## src/rtl/ghash_pkg.sv

```systemverilog
// ----------------------------------------------------------------------------
// ghash_pkg
// Shared types, codes and modular helpers for the grid rectangle hash core.
// ----------------------------------------------------------------------------
package ghash_pkg;

    localparam int HW = 61;
    localparam logic [HW-1:0] HMOD = 61'h1FFF_FFFF_FFFF_FFFF;
    localparam logic [HW-1:0] FERMAT_EXP = HMOD - 61'd2;

    localparam int DEF_MAX_ROWS = 64;
    localparam int DEF_MAX_COLS = 64;

    localparam logic [HW-1:0] ROW_BASE_RST = 61'd1000000007;
    localparam logic [HW-1:0] COL_BASE_RST = 61'd100000007;
    localparam logic [6:0]    GRID_DIM_RST = 7'd64;

    localparam logic [1:0] OP_LOAD  = 2'd0;
    localparam logic [1:0] OP_BUILD = 2'd1;
    localparam logic [1:0] OP_QUERY = 2'd2;

    localparam logic [1:0] KIND_BUILD  = 2'd0;
    localparam logic [1:0] KIND_HASH   = 2'd1;
    localparam logic [1:0] KIND_REJECT = 2'd2;

    localparam logic [1:0] CFG_ROW_BASE    = 2'd0;
    localparam logic [1:0] CFG_COL_BASE    = 2'd1;
    localparam logic [1:0] CFG_GRID_HEIGHT = 2'd2;
    localparam logic [1:0] CFG_GRID_WIDTH  = 2'd3;

    typedef struct packed {
        logic [1:0]    operation;
        logic [5:0]    cell_row;
        logic [5:0]    cell_col;
        logic [HW-1:0] cell_value;
        logic [6:0]    top_row;
        logic [6:0]    left_col;
        logic [6:0]    bottom_row;
        logic [6:0]    right_col;
    } cmd_t;

    typedef struct packed {
        logic [HW-1:0] hash_value;
        logic [1:0]    result_kind;
    } res_t;

    // address width for a memory of the given depth
    function automatic int addr_w(input int depth);
        return (depth > 1) ? $clog2(depth) : 1;
    endfunction

    function automatic logic [HW-1:0] mreduce(input logic [HW-1:0] v);
        return (v == HMOD) ? '0 : v;
    endfunction

    function automatic logic [HW-1:0] madd(input logic [HW-1:0] a, input logic [HW-1:0] b);
        logic [HW:0] s;
        s = {1'b0, a} + {1'b0, b};
        if (s >= {1'b0, HMOD})
        begin
            s = s - {1'b0, HMOD};
        end
        return s[HW-1:0];
    endfunction

    function automatic logic [HW-1:0] msub(input logic [HW-1:0] a, input logic [HW-1:0] b);
        logic [HW:0] s;
        if (a >= b)
        begin
            s = {1'b0, a} - {1'b0, b};
        end
        else
        begin
            s = {1'b0, a} + {1'b0, HMOD} - {1'b0, b};
        end
        return s[HW-1:0];
    endfunction

endpackage

```

## src/rtl/ghash_mulmod.sv

```systemverilog
// ----------------------------------------------------------------------------
// ghash_mulmod
// Iterative a*b mod 2^61-1: four 31x31 partial products on one multiplier,
// folded into an accumulator, then a final Mersenne reduction.
// ----------------------------------------------------------------------------
module ghash_mulmod (
    input  logic                     clk,
    input  logic                     rst_n,
    input  logic                     start,
    input  logic [ghash_pkg::HW-1:0] a,
    input  logic [ghash_pkg::HW-1:0] b,
    output logic                     done,
    output logic [ghash_pkg::HW-1:0] prod
);

    logic [ghash_pkg::HW-1:0] a_reg, a_next, b_reg, b_next;
    logic [2:0]               cnt_reg, cnt_next;
    logic                     run_reg, run_next;
    logic [61:0]              pp_reg, pp_next;
    logic [1:0]               kind_reg, kind_next;
    logic [63:0]              acc_reg, acc_next;
    logic                     done_reg, done_next;
    logic [ghash_pkg::HW-1:0] prod_reg, prod_next;

    logic [30:0] op_x, op_y;
    logic [63:0] fold;
    logic [61:0] red;

    // partial product select: low/high halves split at bit 31
    always_comb
    begin
        case (cnt_reg[1:0])
            2'd0:
            begin
                op_x = a_reg[30:0];
                op_y = b_reg[30:0];
            end
            2'd1:
            begin
                op_x = a_reg[30:0];
                op_y = {1'b0, b_reg[60:31]};
            end
            2'd2:
            begin
                op_x = {1'b0, a_reg[60:31]};
                op_y = b_reg[30:0];
            end
            default:
            begin
                op_x = {1'b0, a_reg[60:31]};
                op_y = {1'b0, b_reg[60:31]};
            end
        endcase
    end

    // weight 2^0, 2^31 (folded via 2^61 == 1) and 2^62 (== 2)
    always_comb
    begin
        case (kind_reg)
            2'd0:    fold = {2'b00, pp_reg};
            2'd3:    fold = {1'b0, pp_reg, 1'b0};
            default: fold = 64'(pp_reg[61:30]) + 64'({pp_reg[29:0], 31'd0});
        endcase
        red = {59'd0, acc_reg[63:61]} + {1'b0, acc_reg[60:0]};
        if (red >= {1'b0, ghash_pkg::HMOD})
        begin
            red = red - {1'b0, ghash_pkg::HMOD};
        end
    end

    always_comb
    begin
        a_next    = a_reg;
        b_next    = b_reg;
        cnt_next  = cnt_reg;
        run_next  = run_reg;
        pp_next   = pp_reg;
        kind_next = kind_reg;
        acc_next  = acc_reg;
        done_next = 1'b0;
        prod_next = prod_reg;
        if (start)
        begin
            a_next   = a;
            b_next   = b;
            cnt_next = '0;
            run_next = 1'b1;
            acc_next = '0;
        end
        else if (run_reg)
        begin
            cnt_next = cnt_reg + 3'd1;
            if (cnt_reg < 3'd4)
            begin
                pp_next   = 62'(op_x * op_y);
                kind_next = cnt_reg[1:0];
            end
            if (cnt_reg >= 3'd1 && cnt_reg <= 3'd4)
            begin
                acc_next = acc_reg + fold;
            end
            if (cnt_reg == 3'd5)
            begin
                prod_next = red[ghash_pkg::HW-1:0];
                done_next = 1'b1;
                run_next  = 1'b0;
            end
        end
    end

    always_ff @(posedge clk or negedge rst_n)
    begin
        if (!rst_n)
        begin
            a_reg    <= '0;
            b_reg    <= '0;
            cnt_reg  <= '0;
            run_reg  <= 1'b0;
            pp_reg   <= '0;
            kind_reg <= '0;
            acc_reg  <= '0;
            done_reg <= 1'b0;
            prod_reg <= '0;
        end
        else
        begin
            a_reg    <= a_next;
            b_reg    <= b_next;
            cnt_reg  <= cnt_next;
            run_reg  <= run_next;
            pp_reg   <= pp_next;
            kind_reg <= kind_next;
            acc_reg  <= acc_next;
            done_reg <= done_next;
            prod_reg <= prod_next;
        end
    end

    assign done = done_reg;
    assign prod = prod_reg;

endmodule

```

## config.mk

```make
export PLATFORM = sky130hd
export DESIGN_NAME = ghash_mulmod
export DESIGN_NICKNAME = d
export VERILOG_FILES = /design/src/rtl/ghash_pkg.sv /design/src/rtl/ghash_mulmod.sv
export SDC_FILE = /design/constraint.sdc
export NUM_CORES = 2
export LEC_CHECK = 0
export BUFFER_PORTS_ARGS = -buffer_cell sky130_fd_sc_hd__buf_2
export CELL_PAD_IN_SITES_DETAIL_PLACEMENT = 0
export CELL_PAD_IN_SITES_GLOBAL_PLACEMENT = 2
export CORE_AREA = 4 4 269 469
export DETAILED_ROUTE_END_ITERATION = 6
export DIE_AREA = 0 0 273 473
export PLACE_DENSITY_LB_ADDON = 0.1
export SETUP_SLACK_MARGIN = 0.5
export SLEW_MARGIN = 20
export SYNTH_ARGS = -nofsm -noshare
export SYNTH_HDL_FRONTEND = slang
export SYNTH_SLANG_ARGS = --single-unit
```

## constraint.sdc

```tcl
create_clock -name clk -period 12 [get_ports clk]
set_input_delay 1.8 -clock clk [delete_from_list [all_inputs] [get_ports clk]]
set_output_delay 1.8 -clock clk [all_outputs]
set_load 0.1 [all_outputs]
```

Word-level counts from Yosys, hierarchy flattened:

Cells that the tools add are included.

* multipliers: 1
* add/subtract/negate cells: 5
* $lt $le $gt $ge: 4
* muxes and demuxes: 15
* reductions and logical operators: 10
* equal/unequal tests: 4
* bitwise operators: 1

Operators by type and width (number)
* 2-to-1 mux 64 bit: 3
* one-hot mux 63 bit (2 select lines): 1
* adder 64 bit: 1
* adder 3 x 61 -> 62 bit: 1
* adder 32 x 61 -> 62 bit: 1
* greater-or-equal comparator 62 x 61 -> 1 bit, second input constant: 1
* multiplier 31 x 31 -> 62 bit: 1
* 2-to-1 mux 31 bit: 2
* 2-to-1 mux 61 bit: 1
* subtractor 61 bit, second input constant: 1
* 2-to-1 mux 1 bit: 6
* 2-to-1 mux 3 bit: 2
* AND reduction 3 bit: 2
* == test 2 bit, second input constant: 2
* logical NOT 2 bit: 2
* nonzero test 2 bit: 2
* OR reduction 2 bit: 2
* adder 3 x 1 -> 3 bit, second input constant: 1
* == test 3 bit, second input constant: 1
* greater-or-equal comparator 3 x 1 -> 1 bit, second input constant: 1
* <= comparator 3 bit, second input constant: 1
* < comparator 3 bit, second input constant: 1
* == test 2 x 1 -> 1 bit, second input constant: 1
* AND reduction 2 bit: 1
* 2 further kinds: 2

* output and inout port bits: 62
* register bits after elaboration: 316

Depth between registers and ports, before layout:

* word-level depth: 6
* depth in mapped cells: 37
* gate-level depth less buffers: 33

Worst setup path after synthesis:

Ideal clock, no wire load.

* path type: flip-flop to flip-flop
* start: reg cnt_reg[0]
* end: reg pp_reg[60]
* data arrival time: 9.269 ns
* clock period less this slack: 9.393 ns
* data required time: 11.876 ns
* setup slack: 2.607 ns
* cell stages (with the launch flop): 35
* buffers on the path: 5
* path through: dfrtp_1 -> inv_1 -> ha_1 -> clkbuf_1 -> nor2_1 -> clkbuf_1 -> buf_1 -> mux2i_1 -> clkbuf_1 -> nor2_1 -> fa_1 -> fa_1 -> fa_1 -> inv_1 -> fa_1 -> inv_1 -> fa_1 -> fa_1 -> fa_1 -> inv_1 -> fa_1 -> inv_1 -> ha_1 -> clkbuf_1 -> a21o_1 -> a21o_1 -> a21o_1 -> a21oi_1 -> o211ai_1 -> a211oi_1 -> nor2_1 -> a311o_1 -> a31oi_1 -> nor4b_1 -> a211o_1

* cells in the longest elaborated chain, start to end: 4
* elaborated cells between the ends (all ways): 10

RTL lines
* from (decl): line ghash_mulmod.sv:17 `logic [2:0] cnt_reg, cnt_next;`
* from (signal assigned): line ghash_mulmod.sv:129 `cnt_reg <= cnt_next;`
* == test 2 x 1 -> 1 bit (tied with other cells): line ghash_mulmod.sv:32 `case (cnt_reg[1:0])`
* OR reduction 2 bit (no line)
* 2-to-1 mux 31 bit: line ghash_mulmod.sv:32
* multiplier 31 x 31 -> 62 bit: line ghash_mulmod.sv:95 `pp_next = 62'(op_x * op_y);`
* to (signal assigned): line ghash_mulmod.sv:131 `pp_reg <= pp_next;`
* to (decl): line ghash_mulmod.sv:19 `logic [61:0] pp_reg, pp_next;`

Several ways; a longest one is shown, not always the timed one.
A chain may end at the register's enable or synchronous reset.

Final worst setup path:

* start: reg cnt_reg[0]
* end: reg pp_reg[47]

The elaborated chain is that of the path after synthesis.

==> qor.csv <==
stage,metric,value,unit
clock_tree,cts_resized,0,
grt,grt_overflow,0,
sta,max_slew_margin,0.222,
worst_setup_path,slowest_stage,nor2_4,
synthesis,syn_nets,6926,
layout,fin_nets,6956,
worst_hold_path,holdPathStages,2,
clock_tree,holdBufCountCts,0,
outcome,outcome,"finished, final reports clean",
sta,clock.fmax,90.8,MHz
worst_setup_path,r2r_cells,30,
flow_run,max_cap_viol_count,0,
floorplanning,coreArea,0.122,mm^2
sta,clock_skew,0.0152,ns
worst_setup_path,reg2reg_to,pp_reg[47],
synthesis,synth_edf_count,0,
sta,min_period,11.02,ns
clock_tree,cts_tree,done,
clock_tree,clock_sinks,316,
worst_setup_path,critPathKind,reg -> reg,
layout,multiInputGateArea,0.0380,mm^2
clock_tree,cts.htree.levels,2,
grt,grt_max_degree,104,
floorplanning,io_pins,187,
worst_setup_path,crit_path_frequent_cell,fa_1,
layout,areaGrowthSynthToFinish,8.46,%
worst_setup_path,cp.required,12.44,ns
routing,num_vias,40787,
place,port_buffers,186,
synthesis,synth.distinct_cells,75,
clock_tree,worstSkewPairLatency,0.61,ns
routing,avgViaCountPerCell,5.57,
floorplanning,dieWidth,273,um
layout,drive_gt1_frac,0.109,
sta,max_slew.worst_pin.slew,1.14,ns
floorplanning,initial_core_util,0.409,
routing,first_pass_iters,5,
synthesis,synth-seq-cells,316,
clock_tree,post_cts_buffers,0,
worst_hold_path,hold_class,reg -> reg,
place,gp_congestion,0.963,
layout,fillerInstances,12379,
synthesis,synthArstFlopShare,1.00,
synthesis,yosysSeqAreaShare,0.158,
floorplanning,rows,170,
worst_setup_path,worst_setup_path_end_kind,register,
clock_tree,cts_buffers,36,
sta,hold_violations,0,
sta,final-setup-viol-count,0,
worst_setup_path,reg2reg_setup_slack,0.98,ns
worst_setup_path,critPathArrivalTime,11.46,ns
routing,drc,0,
worst_hold_path,hold_path_end,prod[38],
sta,rsz0062_at_grt,false,
place,dpl.hpwl,169000,um
layout,seq_area,0.00791,mm^2
routing,ant_nets,0,
grt,grt_pass1_wl,300000,um
sta,slew_viol_final,0,
grt,grt_usage,0.323,
floorplanning,die-area,0.129,mm^2
grt,antenna_found_initial,8,
routing,drt-total-wl,208000,um
worst_setup_path,startpoint_type,register,
worst_hold_path,worstHoldStart,prod[38],
synthesis,netlist_instances,5632,
routing,avgRoutedWirePerCell,28.4,um
sta,min_period_over_period,0.918,
sta,tns,0,ns
layout,largest_reg_flops,64,
clock_tree,clockBufferDepth,3,
worst_setup_path,crit_path_max_fanout,25,
routing,drt_iter0_markers,2764,
grt,grt_pass1_vias,43860,
floorplanning,die_y,473,um
clock_tree,clk_pin_slew,0.06,ns
synthesis,syn_area_per_cell,8.88,um^2
synthesis,syn-cell-area,0.0500,mm^2
worst_setup_path,r2r_start,cnt_reg[0],
worst_setup_path,cpPeakStageDelay,0.88,ns
synthesis,synth_flop_cell,dfrtp_1,
synthesis,yosys_warnings,0,
clock_tree,cts_root_buffer,clkbuf_16,
## routing by layer
metal | up-vias | GRT usage | share of wire
met2 | 1465 | 0.597 | 0.52
met3 | 572 | 0.0400 | 0.048
li1 | 17943 | - | -
met4 | 0 | 0.236 | 0.095
met1 | 20807 | 0.333 | 0.34
met5 | - | 0 | 0
## cell usage in the layout, fill, tap and decap left out, types with 111 or more instances in the layout
cell type and n:
buf_2 184, dfrtp_1 316, ha_1 328, nor2_1 633
nand2_1 809, inv_1 852, mux2_2 182, o21ai_0 170
a21oi_1 205, buf_4 111, fa_1 839
## kinds of logic (layout without fill, tap and decap cells)
logic type,count (synthesis),after routing,synth area share
simple gates,1802,1802,0.153
fa+ha+maj,1169,1169,0.419
buf+inv,1161,1217,0.0878
compound gates,740,740,0.0939
flops,316,316,0.158
mux,243,243,0.0532
xor+xnor,201,201,0.0352
other cells,0,5,0
## stage by stage
stage	instances	util	area, um^2	hold WS, ns	setup slack, ns
after global routing	7323	0.443	54200	0.490	0.825
after floorplan	5632	-	50000	0.475	2.61
final	7327	0.443	54200	0.468	0.981
after CTS	7322	0.443	54200	0.475	1.08
after global placement	7258	0.433	53000	0.459	1.13
after detailed placement	7258	0.433	53000	0.462	1.12
## cells in the mapped netlist (8+ instances only)
library cell | number | area [um^2]
nor2_1 | 636 | 2390
mux2i_1 | 61 | 611
ha_1 | 330 | 4130
or2_2 | 9 | 56.3
o21ai_0 | 171 | 856
a211o_1 | 8 | 70.1
a211oi_1 | 27 | 203
nor2b_1 | 17 | 106
and4_1 | 9 | 78.8
mux2_2 | 182 | 2050
buf_1 | 16 | 60.1
a21oi_1 | 205 | 1030
a21o_1 | 102 | 766
a221oi_1 | 32 | 280
o21bai_1 | 22 | 165
inv_1 | 852 | 3200
clkbuf_1 | 281 | 1050
nor3b_1 | 10 | 75.1
nor4_1 | 19 | 119
nand4_1 | 54 | 338
a22oi_1 | 33 | 248
nand2_1 | 809 | 3040
nand2b_1 | 18 | 113
a31oi_1 | 26 | 163
xnor2_1 | 103 | 902
and2_1 | 27 | 169
xor2_1 | 98 | 858
fa_1 | 839 | 16800
nand3_1 | 78 | 390
o211ai_1 | 12 | 90.1
nor3_1 | 40 | 200
and3_1 | 35 | 219
dfrtp_1 | 316 | 7910
o21a_1 | 13 | 97.6
o31ai_1 | 32 | 240
or3_1 | 11 | 68.8
## how the worst max path moves through the flow
stage	from	end	slack (ns)	cells after the start
finish	cnt_reg[0]	pp_reg[47]	0.98	30
floorplan	cnt_reg[0]	pp_reg[60]	2.61	34
detailed placement	cnt_reg[0]	pp_reg[47]	1.12	30
global route	cnt_reg[0]	pp_reg[47]	0.83	30
global placement	cnt_reg[0]	pp_reg[47]	1.13	30
CTS	cnt_reg[0]	pp_reg[47]	1.08	30
## final cells by class
class	count	area share
multi-input cells	4155	0.701
flip-flops and latches	316	0.146
inverters	853	0.0590
well taps	1634	0.0377
repair buffers	300	0.0340
clock buffers	47	0.0181
clock inverters	17	0.00448
diodes	5	0.000231
## worst max-delay path, delay by kind of cell, from the launching register on
kind	cells	cell delay, ns
AND/OR/NAND/NOR	4	1.56
flip-flops	1	0.45
adder cells (fa/ha/maj)	10	4.78
XOR/XNOR	1	0.49
AO/OA/AOI/OAI	6	2.07
multiplexers	1	0.22
buffers and inverters	8	1.20
Power is left out: the tool's default activity adds up to more than one toggle a clock period on the data nets, which glitch-free logic cannot reach.
